==> src/rtl/csfb_pkg.sv <==
// Shared types, constants and helpers of the CRC-8 byte-stuffing frame builder.
package csfb_pkg;

  localparam int unsigned FRAME_LIMIT_MAX = 4096;
  localparam int unsigned FRAME_LIMIT_MIN = 8;

  // Frame byte counter and the width used for limit compares.
  localparam int unsigned CNT_W = $clog2(FRAME_LIMIT_MAX + 1);
  localparam int unsigned SUM_W = CNT_W + 1;

  // Configuration port.
  localparam int unsigned LEN_W     = 13;
  localparam int unsigned CFG_W     = 13;
  localparam int unsigned CFG_IDX_W = 3;
  localparam int unsigned LIM_W     = (CNT_W > LEN_W) ? CNT_W : LEN_W;

  typedef enum logic [CFG_IDX_W-1:0] {
    REG_CRC_INIT     = 3'd0,
    REG_CRC_POLY     = 3'd1,
    REG_START_FIRST  = 3'd2,
    REG_START_SECOND = 3'd3,
    REG_STOP_VALUE   = 3'd4,
    REG_MAX_LEN      = 3'd5
  } csfb_reg_e;

  localparam logic [7:0]       RST_CRC_INIT     = 8'h00;
  localparam logic [7:0]       RST_CRC_POLY     = 8'h07;
  localparam logic [7:0]       RST_START_FIRST  = 8'h73;
  localparam logic [7:0]       RST_START_SECOND = 8'h55;
  localparam logic [7:0]       RST_STOP_VALUE   = 8'h55;
  localparam logic [LEN_W-1:0] RST_MAX_LEN      = 13'd256;

  // Escaping.
  localparam logic [7:0] ESC_FLAG     = 8'h55;
  localparam logic [7:0] ESC_CHAR     = 8'h73;
  localparam logic [7:0] ESC_FLAG_SUB = 8'h11;
  localparam logic [7:0] ESC_CHAR_SUB = 8'h22;
  localparam logic [7:0] CRC_MSB      = 8'h80;

  // Output slots of one item, in send order.
  localparam int unsigned NSLOT        = 7;
  localparam int unsigned SLOT_START0  = 0;
  localparam int unsigned SLOT_START1  = 1;
  localparam int unsigned SLOT_DATA0   = 2;
  localparam int unsigned SLOT_DATA1   = 3;
  localparam int unsigned SLOT_CRC0    = 4;
  localparam int unsigned SLOT_CRC1    = 5;
  localparam int unsigned SLOT_STOP    = 6;

  // Queue between front and back.
  localparam int unsigned QUEUE_DEPTH = 2;
  localparam int unsigned QPTR_W      = $clog2(QUEUE_DEPTH);
  localparam int unsigned QCNT_W      = $clog2(QUEUE_DEPTH + 1);

  typedef struct packed {
    logic [7:0]       crc_init;
    logic [7:0]       crc_poly;
    logic [7:0]       start_first;
    logic [7:0]       start_second;
    logic [7:0]       stop_value;
    logic [LEN_W-1:0] max_frame_len;
  } csfb_cfg_t;

  // One classified item: what the back end has to send for it.
  typedef struct packed {
    logic       start;
    logic [1:0] data_n;
    logic [7:0] data;
    logic [1:0] crc_n;
    logic [7:0] crc;
    logic       stop;
    logic       ovf;
  } csfb_rec_t;

  function automatic logic is_esc(input logic [7:0] b);
    return (b == ESC_FLAG) || (b == ESC_CHAR);
  endfunction

endpackage

==> src/rtl/csfb_if.sv <==
// Valid/ready channel interfaces for body bytes in and framed bytes out.
interface csfb_in_if;
  logic       valid;
  logic       ready;
  logic [7:0] data_byte;
  logic       last_byte;

  modport source (output valid, data_byte, last_byte, input ready);
  modport sink   (input valid, data_byte, last_byte, output ready);
endinterface

interface csfb_out_if;
  logic       valid;
  logic       ready;
  logic [7:0] out_byte;
  logic       run_last;
  logic       frame_end;
  logic       overflow;

  modport source (output valid, out_byte, run_last, frame_end, overflow, input ready);
  modport sink   (input valid, out_byte, run_last, frame_end, overflow, output ready);
endinterface

==> src/rtl/csfb_front.sv <==
// Front end: accepts body bytes, runs CRC and frame-limit accounting, classifies.
module csfb_front import csfb_pkg::*; (
  input  logic       clk_i,
  input  logic       rst_ni,
  input  csfb_cfg_t  cfg_i,
  csfb_in_if.sink    in_i,
  input  logic       q_ready_i,
  output logic       push_o,
  output csfb_rec_t  rec_o
);

  logic             in_frame_q, in_frame_d;
  logic [7:0]       crc_q, crc_d;
  logic [CNT_W-1:0] cnt_q, cnt_d;
  logic             ovl_q, ovl_d;

  logic             accept;
  logic             start;
  logic [CNT_W-1:0] base, cnt1;
  logic             ovl0, ovl1, ovl2;
  logic [7:0]       crc0, crc1;
  logic [1:0]       dlen, clen;
  logic             d_fit, c_fit;
  logic [LIM_W-1:0] len_ext, lim_w;
  logic [SUM_W-1:0] lim;

  function automatic logic [7:0] crc_step(input logic [7:0] crc_in,
                                          input logic [7:0] d_in,
                                          input logic [7:0] poly);
    logic [7:0] c;
    logic [7:0] d;
    c = crc_in;
    d = d_in;
    for (int i = 0; i < 8; i++) begin
      if (((d ^ c) & CRC_MSB) != 8'h00) begin
        c = {c[6:0], 1'b0} ^ poly;
      end else begin
        c = {c[6:0], 1'b0};
      end
      d = {d[6:0], 1'b0};
    end
    return c;
  endfunction

  assign in_i.ready = q_ready_i;
  assign accept     = in_i.valid & q_ready_i;

  always_comb begin
    len_ext = LIM_W'(cfg_i.max_frame_len);
    if (len_ext < LIM_W'(FRAME_LIMIT_MIN)) begin
      lim_w = LIM_W'(FRAME_LIMIT_MIN);
    end else if (len_ext > LIM_W'(FRAME_LIMIT_MAX)) begin
      lim_w = LIM_W'(FRAME_LIMIT_MAX);
    end else begin
      lim_w = len_ext;
    end
    lim = SUM_W'(lim_w);

    start = ~in_frame_q;
    base  = start ? CNT_W'(2) : cnt_q;
    ovl0  = start ? 1'b0 : ovl_q;
    crc0  = start ? cfg_i.crc_init : crc_q;
    crc1  = crc_step(crc0, in_i.data_byte, cfg_i.crc_poly);

    // body byte, escape pair kept whole; one slot stays free for the stop byte
    dlen  = is_esc(in_i.data_byte) ? 2'd2 : 2'd1;
    d_fit = ~ovl0 & ((SUM_W'(base) + SUM_W'(dlen) + SUM_W'(1)) <= lim);
    cnt1  = d_fit ? (base + CNT_W'(dlen)) : base;
    ovl1  = ovl0 | ~d_fit;

    clen  = is_esc(crc1) ? 2'd2 : 2'd1;
    c_fit = in_i.last_byte & ~ovl1 & ((SUM_W'(cnt1) + SUM_W'(clen) + SUM_W'(1)) <= lim);
    ovl2  = ovl1 | (in_i.last_byte & ~c_fit);

    rec_o.start  = start;
    rec_o.data_n = d_fit ? dlen : 2'd0;
    rec_o.data   = in_i.data_byte;
    rec_o.crc_n  = c_fit ? clen : 2'd0;
    rec_o.crc    = crc1;
    rec_o.stop   = in_i.last_byte;
    rec_o.ovf    = ovl2;

    // an item whose bytes are all dropped sends nothing
    push_o = accept & (start | d_fit | in_i.last_byte);

    in_frame_d = in_frame_q;
    crc_d      = crc_q;
    cnt_d      = cnt_q;
    ovl_d      = ovl_q;
    if (accept) begin
      in_frame_d = ~in_i.last_byte;
      crc_d      = crc1;
      cnt_d      = c_fit ? (cnt1 + CNT_W'(clen)) : cnt1;
      ovl_d      = ovl2;
    end
  end

  always_ff @(posedge clk_i or negedge rst_ni) begin
    if (!rst_ni) begin
      in_frame_q <= 1'b0;
      crc_q      <= 8'h00;
      cnt_q      <= '0;
      ovl_q      <= 1'b0;
    end else begin
      in_frame_q <= in_frame_d;
      crc_q      <= crc_d;
      cnt_q      <= cnt_d;
      ovl_q      <= ovl_d;
    end
  end

endmodule

==> src/rtl/csfb_queue.sv <==
// Short queue of classified items between the front and back ends.
module csfb_queue import csfb_pkg::*; (
  input  logic      clk_i,
  input  logic      rst_ni,
  input  logic      push_i,
  input  csfb_rec_t rec_i,
  output logic      ready_o,
  input  logic      pop_i,
  output logic      valid_o,
  output csfb_rec_t rec_o
);

  csfb_rec_t         mem_q [QUEUE_DEPTH];
  logic [QPTR_W-1:0] wptr_q, wptr_d;
  logic [QPTR_W-1:0] rptr_q, rptr_d;
  logic [QCNT_W-1:0] cnt_q, cnt_d;
  logic              do_push, do_pop;

  assign ready_o = (cnt_q != QCNT_W'(QUEUE_DEPTH));
  assign valid_o = (cnt_q != '0);
  assign rec_o   = mem_q[rptr_q];
  assign do_push = push_i & ready_o;
  assign do_pop  = pop_i & valid_o;

  always_comb begin
    wptr_d = wptr_q;
    rptr_d = rptr_q;
    cnt_d  = cnt_q;
    if (do_push) begin
      wptr_d = (wptr_q == QPTR_W'(QUEUE_DEPTH - 1)) ? '0 : wptr_q + QPTR_W'(1);
    end
    if (do_pop) begin
      rptr_d = (rptr_q == QPTR_W'(QUEUE_DEPTH - 1)) ? '0 : rptr_q + QPTR_W'(1);
    end
    if (do_push && !do_pop) begin
      cnt_d = cnt_q + QCNT_W'(1);
    end else if (!do_push && do_pop) begin
      cnt_d = cnt_q - QCNT_W'(1);
    end
  end

  always_ff @(posedge clk_i or negedge rst_ni) begin
    if (!rst_ni) begin
      wptr_q <= '0;
      rptr_q <= '0;
      cnt_q  <= '0;
    end else begin
      wptr_q <= wptr_d;
      rptr_q <= rptr_d;
      cnt_q  <= cnt_d;
    end
  end

  always_ff @(posedge clk_i) begin
    if (do_push) begin
      mem_q[wptr_q] <= rec_i;
    end
  end

endmodule

==> src/rtl/csfb_back.sv <==
// Back end: expands one classified item into framed bytes, one per cycle while the receiver takes them.
module csfb_back import csfb_pkg::*; (
  input  logic       clk_i,
  input  logic       rst_ni,
  input  csfb_cfg_t  cfg_i,
  input  logic       head_valid_i,
  input  csfb_rec_t  head_i,
  output logic       pop_o,
  csfb_out_if.source out_o
);

  logic             loaded_q, loaded_d;
  logic [NSLOT-1:0] mask_q, mask_d;
  logic             ov_q, ov_d;
  logic [7:0]       byte_q, byte_d;
  logic             last_q, last_d;
  logic             fend_q, fend_d;
  logic             ovf_q, ovf_d;

  logic [NSLOT-1:0] head_mask, cur, low, rest;
  logic [7:0]       sb [NSLOT];
  logic [7:0]       sel;
  logic             fire;

  always_comb begin
    head_mask[SLOT_START0] = head_i.start;
    head_mask[SLOT_START1] = head_i.start;
    head_mask[SLOT_DATA0]  = (head_i.data_n != 2'd0);
    head_mask[SLOT_DATA1]  = (head_i.data_n == 2'd2);
    head_mask[SLOT_CRC0]   = (head_i.crc_n != 2'd0);
    head_mask[SLOT_CRC1]   = (head_i.crc_n == 2'd2);
    head_mask[SLOT_STOP]   = head_i.stop;

    sb[SLOT_START0] = cfg_i.start_first;
    sb[SLOT_START1] = cfg_i.start_second;
    sb[SLOT_DATA0]  = (head_i.data_n == 2'd2) ? ESC_CHAR : head_i.data;
    sb[SLOT_DATA1]  = (head_i.data == ESC_FLAG) ? ESC_FLAG_SUB : ESC_CHAR_SUB;
    sb[SLOT_CRC0]   = (head_i.crc_n == 2'd2) ? ESC_CHAR : head_i.crc;
    sb[SLOT_CRC1]   = (head_i.crc == ESC_FLAG) ? ESC_FLAG_SUB : ESC_CHAR_SUB;
    sb[SLOT_STOP]   = cfg_i.stop_value;

    // next slot to send is the lowest one still pending
    cur  = loaded_q ? mask_q : head_mask;
    low  = cur & (~cur + NSLOT'(1));
    rest = cur & ~low;

    sel = 8'h00;
    for (int i = 0; i < NSLOT; i++) begin
      if (low[i]) begin
        sel = sel | sb[i];
      end
    end

    fire  = head_valid_i & (~ov_q | out_o.ready);
    pop_o = fire & (rest == '0);

    loaded_d = loaded_q;
    mask_d   = mask_q;
    ov_d     = ov_q & ~out_o.ready;
    byte_d   = byte_q;
    last_d   = last_q;
    fend_d   = fend_q;
    ovf_d    = ovf_q;
    if (fire) begin
      loaded_d = (rest != '0);
      mask_d   = rest;
      ov_d     = 1'b1;
      byte_d   = sel;
      last_d   = (rest == '0);
      fend_d   = low[SLOT_STOP];
      ovf_d    = low[SLOT_STOP] & head_i.ovf;
    end
  end

  always_ff @(posedge clk_i or negedge rst_ni) begin
    if (!rst_ni) begin
      loaded_q <= 1'b0;
      mask_q   <= '0;
      ov_q     <= 1'b0;
    end else begin
      loaded_q <= loaded_d;
      mask_q   <= mask_d;
      ov_q     <= ov_d;
    end
  end

  always_ff @(posedge clk_i) begin
    byte_q <= byte_d;
    last_q <= last_d;
    fend_q <= fend_d;
    ovf_q  <= ovf_d;
  end

  assign out_o.valid     = ov_q;
  assign out_o.out_byte  = byte_q;
  assign out_o.run_last  = last_q;
  assign out_o.frame_end = fend_q;
  assign out_o.overflow  = ovf_q;

endmodule

==> src/rtl/crc8_stuffing_frame_builder.sv <==
// CRC-8 byte-stuffing frame builder: top level with configuration registers.
//
// in_i takes unframed body bytes (data_byte, last_byte on the final one) by
// valid/ready; out_o gives the framed stream: two start bytes before the first
// body byte, each body byte escaped (0x55 -> 0x73 0x11, 0x73 -> 0x73 0x22),
// then the escaped CRC-8 and the stop byte after the last one. run_last marks
// the final byte of an input transfer, frame_end the stop byte, overflow a
// stop byte whose frame lost bytes to the max_frame_len limit.
// Registers are written through cfg_we_i/cfg_idx_i/cfg_data_i; the user must
// do so only while idle, which the block itself leaves unenforced. The first
// byte of an item passes through the queue and the output register before it
// shows on out_o. Throughput: one output byte per cycle while the receiver is
// ready, set by the back-end byte serialiser; an item produces 1 to 7 bytes,
// and plain body bytes flow at one per cycle while the receiver is ready. A
// two-entry queue decouples the CRC/limit front end from the serialiser. When
// the receiver stalls, the output register holds, the queue fills and
// in_i.ready drops. Reset clears the frame state, empties the queue and the
// output, and loads the register defaults.
module crc8_stuffing_frame_builder import csfb_pkg::*; (
  input  logic                 clk_i,
  input  logic                 rst_ni,
  csfb_in_if.sink              in_i,
  csfb_out_if.source           out_o,
  input  logic                 cfg_we_i,
  input  logic [CFG_IDX_W-1:0] cfg_idx_i,
  input  logic [CFG_W-1:0]     cfg_data_i
);

  csfb_cfg_t cfg_q, cfg_d;
  csfb_rec_t front_rec, head_rec;
  logic      push, q_ready, head_valid, pop;

  always_comb begin
    cfg_d = cfg_q;
    if (cfg_we_i) begin
      unique case (cfg_idx_i)
        REG_CRC_INIT:     cfg_d.crc_init      = cfg_data_i[7:0];
        REG_CRC_POLY:     cfg_d.crc_poly      = cfg_data_i[7:0];
        REG_START_FIRST:  cfg_d.start_first   = cfg_data_i[7:0];
        REG_START_SECOND: cfg_d.start_second  = cfg_data_i[7:0];
        REG_STOP_VALUE:   cfg_d.stop_value    = cfg_data_i[7:0];
        REG_MAX_LEN:      cfg_d.max_frame_len = cfg_data_i[LEN_W-1:0];
        default:          cfg_d = cfg_q;
      endcase
    end
  end

  always_ff @(posedge clk_i or negedge rst_ni) begin
    if (!rst_ni) begin
      cfg_q.crc_init      <= RST_CRC_INIT;
      cfg_q.crc_poly      <= RST_CRC_POLY;
      cfg_q.start_first   <= RST_START_FIRST;
      cfg_q.start_second  <= RST_START_SECOND;
      cfg_q.stop_value    <= RST_STOP_VALUE;
      cfg_q.max_frame_len <= RST_MAX_LEN;
    end else begin
      cfg_q <= cfg_d;
    end
  end

  csfb_front u_front (
    .clk_i     (clk_i),
    .rst_ni    (rst_ni),
    .cfg_i     (cfg_q),
    .in_i      (in_i),
    .q_ready_i (q_ready),
    .push_o    (push),
    .rec_o     (front_rec)
  );

  csfb_queue u_queue (
    .clk_i   (clk_i),
    .rst_ni  (rst_ni),
    .push_i  (push),
    .rec_i   (front_rec),
    .ready_o (q_ready),
    .pop_i   (pop),
    .valid_o (head_valid),
    .rec_o   (head_rec)
  );

  csfb_back u_back (
    .clk_i        (clk_i),
    .rst_ni       (rst_ni),
    .cfg_i        (cfg_q),
    .head_valid_i (head_valid),
    .head_i       (head_rec),
    .pop_o        (pop),
    .out_o        (out_o)
  );

endmodule

==> src/flat_wrapper.sv <==
// flat-port wrapper written by rule: the top's interface ports become plain ports
module crc8_stuffing_frame_builder_flat import csfb_pkg::*;
  (clk_i, rst_ni, cfg_we_i, cfg_idx_i, cfg_data_i, in_i_valid, in_i_data_byte, in_i_last_byte, in_i_ready, out_o_valid, out_o_out_byte, out_o_run_last, out_o_frame_end, out_o_overflow, out_o_ready);
  csfb_in_if in_i_i ();
  csfb_out_if out_o_i ();
  input  logic clk_i;
  input  logic rst_ni;
  input  logic cfg_we_i;
  input  logic [CFG_IDX_W-1:0] cfg_idx_i;
  input  logic [CFG_W-1:0] cfg_data_i;
  input wire logic [$bits(in_i_i.valid)-1:0] in_i_valid;
  input wire logic [$bits(in_i_i.data_byte)-1:0] in_i_data_byte;
  input wire logic [$bits(in_i_i.last_byte)-1:0] in_i_last_byte;
  output wire logic [$bits(in_i_i.ready)-1:0] in_i_ready;
  output wire logic [$bits(out_o_i.valid)-1:0] out_o_valid;
  output wire logic [$bits(out_o_i.out_byte)-1:0] out_o_out_byte;
  output wire logic [$bits(out_o_i.run_last)-1:0] out_o_run_last;
  output wire logic [$bits(out_o_i.frame_end)-1:0] out_o_frame_end;
  output wire logic [$bits(out_o_i.overflow)-1:0] out_o_overflow;
  input wire logic [$bits(out_o_i.ready)-1:0] out_o_ready;
  assign in_i_i.valid = in_i_valid;
  assign in_i_i.data_byte = in_i_data_byte;
  assign in_i_i.last_byte = in_i_last_byte;
  assign in_i_ready = in_i_i.ready;
  assign out_o_valid = out_o_i.valid;
  assign out_o_out_byte = out_o_i.out_byte;
  assign out_o_run_last = out_o_i.run_last;
  assign out_o_frame_end = out_o_i.frame_end;
  assign out_o_overflow = out_o_i.overflow;
  assign out_o_i.ready = out_o_ready;
  crc8_stuffing_frame_builder u_core (.clk_i(clk_i), .rst_ni(rst_ni), .in_i(in_i_i), .out_o(out_o_i), .cfg_we_i(cfg_we_i), .cfg_idx_i(cfg_idx_i), .cfg_data_i(cfg_data_i));
endmodule
==> config.mk <==
export PLATFORM = sky130hd
export DESIGN_NAME = crc8_stuffing_frame_builder_flat
export DESIGN_NICKNAME = d
export VERILOG_FILES = /design/src/rtl/csfb_pkg.sv /design/src/rtl/csfb_if.sv /design/src/rtl/csfb_front.sv /design/src/rtl/csfb_queue.sv /design/src/rtl/csfb_back.sv /design/src/rtl/crc8_stuffing_frame_builder.sv /design/src/flat_wrapper.sv
export SDC_FILE = /design/constraint.sdc
export NUM_CORES = 1
export LEC_CHECK = 0
export BUFFER_PORTS_ARGS = -buffer_cell sky130_fd_sc_hd__buf_2
export CAP_MARGIN = 20
export CELL_PAD_IN_SITES_DETAIL_PLACEMENT = 0
export CELL_PAD_IN_SITES_GLOBAL_PLACEMENT = 1
export CORE_MARGIN = 2
export CORE_UTILIZATION = 50
export DETAILED_ROUTE_END_ITERATION = 16
export GPL_TIMING_DRIVEN = 0
export PLACE_DENSITY = 0.87
export SYNTH_ARGS = -nofsm -noshare
export SYNTH_HDL_FRONTEND = slang
export SYNTH_SLANG_ARGS = --single-unit
==> constraint.sdc <==
create_clock -name clk_i -period 11.16 [get_ports clk_i]
set_clock_uncertainty 0.1 [all_clocks]
set_input_delay 0.558 -clock clk_i [delete_from_list [all_inputs] [get_ports clk_i]]
set_output_delay 0.558 -clock clk_i [all_outputs]
set_load 0.02 [all_outputs]
==> results of run 1 <==
[path summary, 6_finish.rpt]
path	start	end	slack [ns]	cells after the start
max reg2reg	u_core.u_front.in_frame_q	u_core.u_front.cnt_q[11]	0.91	37
min in group asynchronous	rst_ni	u_core.u_front.cnt_q[9]	0.53	2
min reg2reg	u_core.u_front.cnt_q[1]	u_core.u_front.cnt_q[1]	0.38	2
max in group asynchronous	rst_ni	u_core.cfg_q[34]	9.71	3
max	in_i_data_byte[6]	u_core.u_front.cnt_q[11]	0.79	40
min	in_i_data_byte[6]	u_core.u_queue.mem_q[1][18]	0.25	1
[sequential cells by signal, summed over array words and instances, names as in the netlist]
signal and count:
u_core.cfg_q 53, u_core.u_queue.mem_q 46, u_core.u_front.cnt_q 13, u_core.u_back.out_o.out_byte 8
u_core.u_front.crc_q 8, u_core.u_back.mask_q 6, u_core.u_queue.cnt_q 2, u_core.u_back.loaded_q 1
u_core.u_back.out_o.frame_end 1, u_core.u_back.out_o.overflow 1, u_core.u_back.out_o.run_last 1, u_core.u_back.out_o.valid 1
u_core.u_front.in_frame_q 1, u_core.u_front.ovl_q 1, u_core.u_queue.rptr_q 1, u_core.u_queue.wptr_q 1
[worst reg2reg max path: cells and delay by family (launching register included)]
kind            cells  cell delay, ns
compound gates     22            5.15
simple gates        7            2.20
fa+ha+maj           3            0.90
flops               1            0.48
buf+inv             2            0.45
mux                 1            0.45
xor+xnor            2            0.38
[cells by family (layout without fill, tap and decap cells)]
| group | count (synthesis) | after routing | share of synthesized area [%] |
|---|---|---|---|
| and+or+nand+nor | 343 | 343 | 17.1 |
| AOI/OAI and AO/OA | 210 | 210 | 14.4 |
| DFF | 145 | 145 | 40.3 |
| muxes | 97 | 97 | 10.9 |
| xor gates and xnor gates | 93 | 93 | 9.24 |
| buffers and inverters | 74 | 152 | 2.90 |
| adders and majority gates | 38 | 38 | 5.08 |
[area by class of cell]
class                      instances  area, um2
buffer                            44        170
clock buffer                      17        425
clock inverter                    15        213
fill                            1701       8250
inverter                          30        113
multi-input combinational        781       5540
sequential                       145       3940
tap                              265        332
timing repair buffer              46        293
[layer usage]
metal	track usage, %	share of wire [%]	vias up
met5	0	0	-
met1	36.2	45	3952
met2	42.3	47	275
li1	-	-	3791
met4	10.6	2.9	0
met3	4.23	5.3	43
[timing repair]
item,4_1_cts,5_1_grt
hold buffers,1,0
setup buffers,0,0
hold endpoints to repair,1,0
[power groups by stage]
stage               Combinational (mW)  Sequential, mW  Clock [mW]
floorplan                         1.77           0.965           0
global placement                  2.32           0.959           0
detailed placement                2.36           0.963           0
CTS                               2.38           0.957       0.627
global route                      2.63           0.978       0.649
finish                            2.42           0.959       0.625
[cells in the mapped netlist (all sizes together), types with 4 or more instances]
library cell	n	area [um2]
o21ai	61	309
a32oi	6	52.6
mux2	63	709
nor3	20	105
or3	14	92.6
nor3b	4	30.0
nand4	17	113
xnor3	4	91.3
xor2	35	307
o211ai	14	105
inv	27	101
a21oi	35	175
dfrtp	71	1780
clkbuf	35	131
and3	6	37.5
nand2	130	488
edfxtp	57	1710
buf	9	38.8
o31ai	5	37.5
o21a	7	52.6
nor4bb	6	60.1
a31oi	13	81.3
nand2b	9	56.3
ha	34	425
and2	10	62.6
nor4	11	68.8
nor2b	12	75.1
mux2i	34	352
a21o	16	120
a222oi	8	80.1
dfstp	17	447
nand3	21	105
or2	6	37.5
nor2	67	254
xnor2	53	479
a211oi	7	52.6
[stage by stage]
stage / std cells / setup slack (ns) / total power [mW] / area, um2 / utilization (%)
after floorplan: 1000 / 2.82 / 2.73 / 9750 / -
after global placement: 1305 / 0.452 / 3.27 / 10300 / 53.4
after detailed placement: 1308 / 0.487 / 3.32 / 10300 / 53.7
after CTS: 1341 / 0.913 / 3.96 / 11000 / 57.0
after global routing: 1343 / 0.121 / 4.25 / 11000 / 57.2
final: 1343 / 0.786 / 4.01 / 11000 / 57.2
==> results.py, run 1 <==
metrics = {
    "cts": {
        "clkTransAtPathRegs_ns": 0.07,
        "insertion_delay_ns": 0.43,
        "htreeDepth": 4,
        "cts_sinks": 145,
        "cts.path.max_buffers": 2,
        "cts_tree": "done",
        "cts_made_buffers": 17,
        "ctsResizeCount": 0,
        "root_buffer": "clkbuf_16",
    },
    "cells_and_area": {
        "n_antenna_cell": 0,
        "final_cell_mix": "130 x nand2_1, 71 x dfrtp_1, 66 x nor2_1",
        "layout_commonest_cell": "nand2_1",
        "area_growth_pct": 13.0,
        "layout-drive-gt1-share_pct": 16.7,
        "nets": 1132,
    },
    "synth": {
        "synth_flop_cell": "dfrtp_1",
        "ys_warn_count": 0,
        "syn_area_per_cell_um2": 9.75,
        "synth_seq_cells": 145,
        "yosysSeqAreaShare_pct": 40.3,
        "synth-edff-count": 57,
        "netlist_area_um2": 9750,
        "synthArstFlopShare_pct": 60.7,
        "synth_cells": 1000,
        "ys_types": 82,
        "synthesis.nets": 1067,
    },
    "placement": {
        "gp_congestion": 0.886,
        "hpwl_um": 19700,
        "io_buffers": 40,
    },
    "die": {
        "fp.dieH_um": 144,
        "die_w_um": 144,
        "pin_count": 43,
        "dieArea_um2": 20600,
        "start_util_pct": 50.6,
        "fp.coreArea_um2": 19300,
        "rows": 51,
    },
    "hold_path": {
        "min_path_type": "in2reg",
    },
    "route": {
        "via_count": 8061,
        "drt_iter0_markers": 854,
        "first_pass_iters": 6,
        "wirelength_um": 26800,
        "wl_per_cell_um": 19.9,
        "ant_nets": 0,
        "drc": 0,
        "via_per_inst": 6.00,
    },
    "timing": {
        "hold_viol_final": 0,
        "setup_viol": 0,
        "finalCriticalPeriod_ns": 10.37,
        "maxSlewHeadroom_pct": 38.0,
        "finalSetupTns_ns": 0,
        "worstMarginPinSlew_ns": 0.929,
        "fin_crit_sh_pct": 93.0,
        "final_max_slew_viol_count": 0,
        "worst_hold_slack_ns": 0.245,
        "rsz0062_at_grt": "no",
        "fmax_mhz": 96.4,
    },
    "status": {
        "status": "finished, final reports clean",
    },
    "worst_setup_path": {
        "worstPathArrival_ns": 10.56,
        "cp_max_fo": 8,
        "slowest_stage": "a21oi_1",
        "start_kind": "input pin",
        "crit_path_end_kind": "register",
        "path_class": "in2reg",
        "path_delay_family": "compound AO/OA/AOI/OAI gates",
        "cp_common_cell": "a21o_1",
        "crit_buf_inv": 5,
        "cp_slowest_stage_delay_ns": 0.63,
        "required_ns": 11.35,
    },
    "pwr": {
        "combinationalPowerShare_pct": 60.5,
        "p_switching_mw": 1.82,
        "p_per_area_nw_per_um2": 364,
        "vdd_drop_max_v": 0.000255,
        "power_leakage_nw": 4.47,
        "p_int_mw": 2.19,
        "swShare_pct": 45.4,
        "clockPowerShare_pct": 15.6,
        "seqPwrFrac_pct": 23.9,
    },
    "grt": {
        "grt_pass1_vias": 7709,
        "globalRouteOverflowTotal": 0,
        "grt_max_degree": 54,
        "grt_pass1_wl_um": 41700,
        "grt_usage_pct": 26.5,
        "grt_antenna_before_repair": 0,
    },
    "run": {
        "max_cap_violations": 0,
    },
}
No activity file was read; power rests on OpenSTA's default activity.
==> run 2, diff against run 1 <==
--- a/config.mk
+++ b/config.mk
@@ -5,15 +5,16 @@
 export SDC_FILE = /design/constraint.sdc
 export NUM_CORES = 1
 export LEC_CHECK = 0
+export ABC_AREA = 1
 export BUFFER_PORTS_ARGS = -buffer_cell sky130_fd_sc_hd__buf_2
 export CAP_MARGIN = 20
 export CELL_PAD_IN_SITES_DETAIL_PLACEMENT = 0
 export CELL_PAD_IN_SITES_GLOBAL_PLACEMENT = 1
 export CORE_MARGIN = 2
-export CORE_UTILIZATION = 50
+export CORE_UTILIZATION = 47
 export DETAILED_ROUTE_END_ITERATION = 16
 export GPL_TIMING_DRIVEN = 0
-export PLACE_DENSITY = 0.87
+export PLACE_DENSITY = 0.86
 export SYNTH_ARGS = -nofsm -noshare
 export SYNTH_HDL_FRONTEND = slang
 export SYNTH_SLANG_ARGS = --single-unit
==> run 2 against run 1 <==
  * Power is 9.6% lower
  * Critical endpoint is now u_core.u_queue.mem_q[0][0]
  * Core utilization is 3.1 points lower
  * Final cell count is 24% higher
  * Sequential share of layout area is 0.10 points lower
  * Critical path depth is 1 higher
  * Synthesized cell count is 31% higher
==> results.py, run 2 <==
metrics = {
    "status": {
        "status": "finished, final reports clean",
    },
    "worst_setup_path": {
        "required_ns": 11.22,
        "rr_startpoint": "u_core.cfg_q[10]",
        "cp_slowest_stage_delay_ns": 0.53,
        "crit_path_end_kind": "register",
        "cp_common_cell": "nand2_1",
        "start_kind": "register",
        "slowest_stage": "or4_1",
        "cp_max_fo": 10,
        "path_class": "reg2reg",
        "worstPathArrival_ns": 8.03,
        "startpoint": "u_core.cfg_q[10]",
    },
    "route": {
        "drc": 0,
        "ant_nets": 0,
        "first_pass_iters": 7,
        "drt_iter0_markers": 547,
        "via_per_inst": 5.17,
        "wl_per_cell_um": 16.0,
        "wirelength_um": 26600,
        "via_count": 8581,
    },
    "synth": {
        "ys_types": 54,
        "yosys.area.top_type": "dfrtp_1",
        "synth_flop_cell": "dfrtp_1",
        "synthTopCellsByCount": "420 x nand2_1, 144 x inv_1, 106 x nand3_1",
        "netlist_area_um2": 9860,
        "synth_seq_cells": 145,
        "synth.most_common_cell": "nand2_1",
        "synthArstFlopShare_pct": 60.7,
        "ys_warn_count": 0,
        "syn_area_per_cell_um2": 7.52,
        "synth_top_cell_area_share_pct": 18.0,
        "synth_area_leaders": "dfrtp_1 18%, edfxtp_1 17%, nand2_1 16%, inv_1 5.5%, nand3_1 5.4%",
        "yosysSeqAreaShare_pct": 39.9,
        "synth-edff-count": 57,
        "synthesis.nets": 1378,
        "synth_cells": 1311,
    },
    "grt": {
        "grt_pass1_wl_um": 42700,
        "globalRouteOverflowTotal": 0,
        "grt_usage_pct": 25.0,
        "grt_max_degree": 67,
        "grt_pass1_vias": 7970,
        "grt_antenna_before_repair": 0,
    },
    "timing": {
        "rsz0062_at_grt": "no",
        "worstMarginPinSlew_ns": 0.710,
        "setup_viol": 0,
        "fin_crit_sh_pct": 71.4,
        "maxSlewHeadroom_pct": 52.7,
        "final_max_slew_viol_count": 0,
        "finalSetupTns_ns": 0,
        "finalCriticalPeriod_ns": 7.96,
        "fmax_mhz": 126,
        "hold_viol_final": 0,
    },
    "cts": {
        "clkTransAtPathRegs_ns": 0.06,
        "cts_sinks": 145,
        "cts_setup_buffers": 0,
        "cts_tree": "done",
        "ctsResizeCount": 0,
        "cts.path.max_buffers": 2,
        "root_buffer": "clkbuf_16",
        "htreeDepth": 4,
        "insertion_delay_ns": 0.43,
        "cts_made_buffers": 17,
        "ctsHoldBuffers": 1,
    },
    "die": {
        "start_util_pct": 48.3,
        "rows": 52,
        "pin_count": 43,
        "fp.coreArea_um2": 20400,
        "dieArea_um2": 22200,
        "die_w_um": 149,
        "fp.dieH_um": 149,
    },
    "cells_and_area": {
        "layout-drive-gt1-share_pct": 12.9,
        "n_antenna_cell": 0,
        "regMostFlops": "u_core.cfg_q",
        "layout_commonest_cell": "nand2_1",
        "largest_reg_flops": 53,
        "top_regs": "u_core.cfg_q (53), u_core.u_queue.mem_q (46), u_core.u_front.cnt_q (13)",
        "nets": 1445,
        "post-route-util_pct": 54.1,
        "area_growth_pct": 12.1,
        "final_cell_mix": "420 x nand2_1, 144 x inv_1, 106 x nand3_1",
    },
    "hold_path": {
        "min_path_type": "in2reg",
        "min_from": "cfg_data_i[11]",
    },
    "pwr": {
        "power_leakage_nw": 5.46,
        "power_mw": 3.62,
        "vdd_drop_max_v": 0.000241,
        "p_per_area_nw_per_um2": 328,
    },
    "placement": {
        "gp_congestion": 0.900,
        "hpwl_um": 20800,
        "io_buffers": 42,
    },
    "run": {
        "max_cap_violations": 0,
    },
}
-- run 2: cell count changes after synthesis, moves of 19 or more --
cell,delta
nand3_1,+85
xnor2_1,-41
mux2_2,-59
nand2_1,+290
o21ai_0,+43
nand2_2,+19
nor2_1,+32
mux2i_1,-19
inv_1,+117
-- run 2: area by class of cell --
class / count / area (um2)
multi-input cells: 975 / 5170
well taps: 270 / 338
fillers: 2006 / 9370
flip-flops and latches: 145 / 3940
clock buffers: 19 / 433
repair buffers: 48 / 293
clock inverters: 13 / 128
plain buffers: 33 / 161
inverters: 158 / 593
-- run 2: logic make-up (layout without fill, tap and decap cells) --
kind of cell	after synthesis	in the layout	synth area share (%)
DFF	145	145	39.9
AOI/OAI and AO/OA	154	154	8.60
and+or+nand+nor	706	706	31.6
adders and majority gates	37	37	4.92
buffers and inverters	191	271	7.65
xor gates and xnor gates	62	62	5.66
muxes	16	16	1.68
-- run 2: metrics by stage --
stage / hold slack, ns / setup slack, ns / instances / area, um2
2_1_floorplan: 0.162 / 4.26 / 1311 / 9860
4_1_cts: 0.253 / 2.55 / 1660 / 11100
3_3_place_gp: 0.361 / 2.66 / 1623 / 10400
6_report: 0.256 / 3.20 / 1661 / 11100
3_5_place_dp: 0.372 / 2.60 / 1627 / 10500
5_1_grt: 0.262 / 2.58 / 1661 / 11100
-- run 2: metal layers --
metal / vias up / track usage, % / wire length, um / share of wire, %
met4: 0 / 8.90 / 617 / 2.3
met2: 199 / 39.9 / 12100 / 45
met3: 32 / 2.87 / 1120 / 4.2
met5: - / 0 / 0 / 0
li1: 4368 / - / - / -
met1: 3982 / 35.3 / 12800 / 48
-- run 2: path summary, 6_finish.rpt --
kind                            depth (start not counted)                          to  slack, ns
worst min-delay path                                    2            u_core.cfg_q[11]       0.26
worst max-delay path                                   41  u_core.u_queue.mem_q[0][0]       3.20
worst max register to register                         41  u_core.u_queue.mem_q[0][0]       3.20
max in group asynchronous                               3            u_core.cfg_q[39]       9.77
worst min register to register                          2            u_core.cfg_q[20]       0.39
min in group asynchronous                               2            u_core.cfg_q[11]       0.48
-- run 2: report_power, final --
part	switching (mW)	leakage [nW]	internal, mW
combinational	1.49	3.58	0.707
clock	0.238	0.270	0.310
sequential	0.0755	1.60	0.800
-- run 2: critical path: cells and delay by family, from the launching register on --
family                     cells  cell delay [ns]
AOI/OAI and AO/OA             13             2.47
xor gates and xnor gates       1             0.33
adders and majority gates      4             1.28
buffers and inverters          7             0.97
DFF                            1             0.39
and+or+nand+nor               16             2.15
==> run 3, diff against run 2 <==
==> constraint.sdc (replaced) <==
create_clock -name clk_i -period 8.3 [get_ports clk_i]
set_clock_uncertainty 0.1 [all_clocks]
set_input_delay 0.415 -clock clk_i [delete_from_list [all_inputs] [get_ports clk_i]]
set_output_delay 0.415 -clock clk_i [all_outputs]
set_load 0.02 [all_outputs]
==> run 3 against run 2 <==
  * Register-to-register slack lost 2.6 ns
  * Largest cell class unchanged
  * Hold slack lost 0.14 ns
  * Sequential power grew 35%
  * Critical path depth is the same
  * Via count shrank 0.16%
  * Critical endpoint unchanged
  * Worst setup slack lost 2.6 ns
==> results.py, run 3 (same netlist as run 2, synthesis figures left out) <==
metrics = {
    "cells_and_area": {
        "fillCellCount": 2000,
        "regMostFlops": "u_core.cfg_q",
        "nets": 1446,
        "layout_commonest_cell": "nand2_1",
        "regArea_um2": 3940,
        "n_antenna_cell": 0,
        "final_cell_mix": "420 x nand2_1, 144 x inv_1, 106 x nand3_1",
        "top_regs": "u_core.cfg_q (53), u_core.u_queue.mem_q (46), u_core.u_front.cnt_q (13)",
        "layout-drive-gt1-share_pct": 13.1,
        "area_growth_pct": 12.4,
        "finalNonFillerCells": 1662,
        "multiInputGateArea_um2": 5190,
        "post-route-util_pct": 54.3,
        "largest_reg_flops": 53,
    },
    "route": {
        "drt_iter0_markers": 564,
        "first_pass_iters": 5,
        "wl_per_cell_um": 16.0,
        "wirelength_um": 26700,
        "drc": 0,
        "via_per_inst": 5.15,
        "ant_nets": 0,
        "via_count": 8567,
    },
    "cts": {
        "htreeDepth": 4,
        "cts.path.max_buffers": 2,
        "insertion_delay_ns": 0.43,
        "cts_tree": "done",
        "cts_made_buffers": 17,
        "root_buffer": "clkbuf_16",
        "cts_sinks": 145,
        "clkTransAtPathRegs_ns": 0.07,
    },
    "grt": {
        "grt.busiest_layer": "met2",
        "grt_pass1_wl_um": 42700,
        "grt_max_degree": 67,
        "globalRouteOverflowTotal": 0,
        "gr-usage-met1_pct": 35.3,
        "grt_pass1_vias": 7970,
        "use_met2_pct": 39.9,
        "met3_usage_pct": 2.87,
        "grt_antenna_before_repair": 0,
        "grt_usage_pct": 25.0,
    },
    "die": {
        "die_w_um": 149,
        "pin_count": 43,
        "dieArea_um2": 22200,
        "start_util_pct": 48.3,
        "fp.dieH_um": 149,
        "rows": 52,
        "fp.coreArea_um2": 20400,
    },
    "pwr": {
        "p_per_area_nw_per_um2": 440,
        "clockPowerShare_pct": 15.1,
        "power_leakage_nw": 5.47,
        "seqPwrFrac_pct": 24.2,
        "vdd_drop_max_v": 0.000323,
        "p_int_mw": 2.45,
        "combinationalPowerShare_pct": 60.7,
        "swShare_pct": 49.9,
        "p_switching_mw": 2.43,
        "power_mw": 4.88,
    },
    "hold_path": {
        "holdPathEnd": "u_core.cfg_q[11]",
        "holdPathStages": 2,
        "min_path_type": "in2reg",
        "min_from": "cfg_data_i[11]",
    },
    "worst_setup_path": {
        "cp_common_cell": "nand2_1",
        "start_kind": "register",
        "reg2reg_depth": 41,
        "cp_slowest_stage_delay_ns": 0.53,
        "rrSetupSlack_ns": 0.57,
        "required_ns": 8.36,
        "path_class": "reg2reg",
        "cp_max_fo": 10,
        "worstPathArrival_ns": 7.79,
        "crit_path_end_kind": "register",
        "timing.rr.end": "u_core.u_queue.mem_q[0][0]",
        "rr_startpoint": "u_core.cfg_q[10]",
        "slowest_stage": "or4_1",
    },
    "timing": {
        "worst_hold_slack_ns": 0.113,
        "fin_crit_sh_pct": 93.1,
        "worstMarginPinSlew_ns": 0.727,
        "setup_viol": 0,
        "finalSetupTns_ns": 0,
        "maxSlewHeadroom_pct": 51.5,
        "hold_viol_final": 0,
        "fmax_mhz": 129,
        "finalCriticalPeriod_ns": 7.73,
        "final_max_slew_viol_count": 0,
    },
    "placement": {
        "placedCellCount": 1627,
        "gp_congestion": 0.900,
        "io_buffers": 42,
        "hpwl_um": 20800,
    },
    "run": {
        "max_cap_violations": 0,
    },
    "status": {
        "status": "finished, final reports clean",
    },
}
==> run 3: final cells by class <==
class	instances	area share, %
clock inverters	13	1.15
repair buffers	49	2.73
clock buffers	19	3.91
plain buffers	33	1.46
inverters	158	5.35
well taps	270	3.05
multi-input cells	975	46.9
flip-flops and latches	145	35.5
==> run 3: power by group through the flow <==
stage | Clock, mW | Sequential (mW) | Combinational (mW)
global placement | 0 | 1.18 | 2.87
CTS | 0.742 | 1.18 | 2.95
finish | 0.738 | 1.18 | 2.96
floorplan | 0 | 1.20 | 2.18
detailed placement | 0 | 1.19 | 2.93
global route | 0.773 | 1.20 | 3.35
==> run 3: metal layers <==
metal | share of wire, % | vias up
met3 | 4.3 | 34
met5 | 0 | -
met1 | 48 | 3967
met4 | 2.5 | 0
li1 | - | 4366
met2 | 45 | 200
==> run 3: repair_timing <==
action | 4_1_cts | 5_1_grt
gates cloned | 0 | 0
hold buffers | 1 | 0
pin swaps | 0 | 1
endpoints found under the hold margin | 21 | 0
setup buffers | 0 | 2
setup endpoints to repair | 19 | 20
resized for setup | 1 | 2
==> run 3: how the worst max path moves through the flow <==
| stage | from | depth (start not counted) | to |
|---|---|---|---|
| 3_5_place_dp | u_core.cfg_q[10] | 40 | u_core.u_queue.mem_q[0][0] |
| 5_1_grt | u_core.cfg_q[10] | 41 | u_core.u_queue.mem_q[0][0] |
| 6_report | u_core.cfg_q[10] | 41 | u_core.u_queue.mem_q[0][0] |
| 2_1_floorplan | u_core.cfg_q[10] | 40 | u_core.u_queue.mem_q[0][0] |
| 4_1_cts | u_core.cfg_q[10] | 40 | u_core.u_queue.mem_q[0][0] |
| 3_3_place_gp | u_core.cfg_q[10] | 40 | u_core.u_queue.mem_q[1][0] |
==> run 3: metrics by stage <==
step | setup slack (ns) | area (um2)
6_report | 0.575 | 11100
5_1_grt | -0.00350 | 11100
4_1_cts | 0.136 | 11100
3_5_place_dp | -0.256 | 10500
3_3_place_gp | -0.197 | 10400
2_1_floorplan | 1.40 | 9860
==> run 3: critical path, delay by kind of cell (launching register included) <==
kind                     cells  cell delay (ns)
AND/OR/NAND/NOR             16             2.11
flip-flops                   1             0.40
XOR/XNOR                     1             0.31
AO/OA/AOI/OAI               13             2.35
adder cells (fa/ha/maj)      4             1.27
buffers and inverters        7             0.93
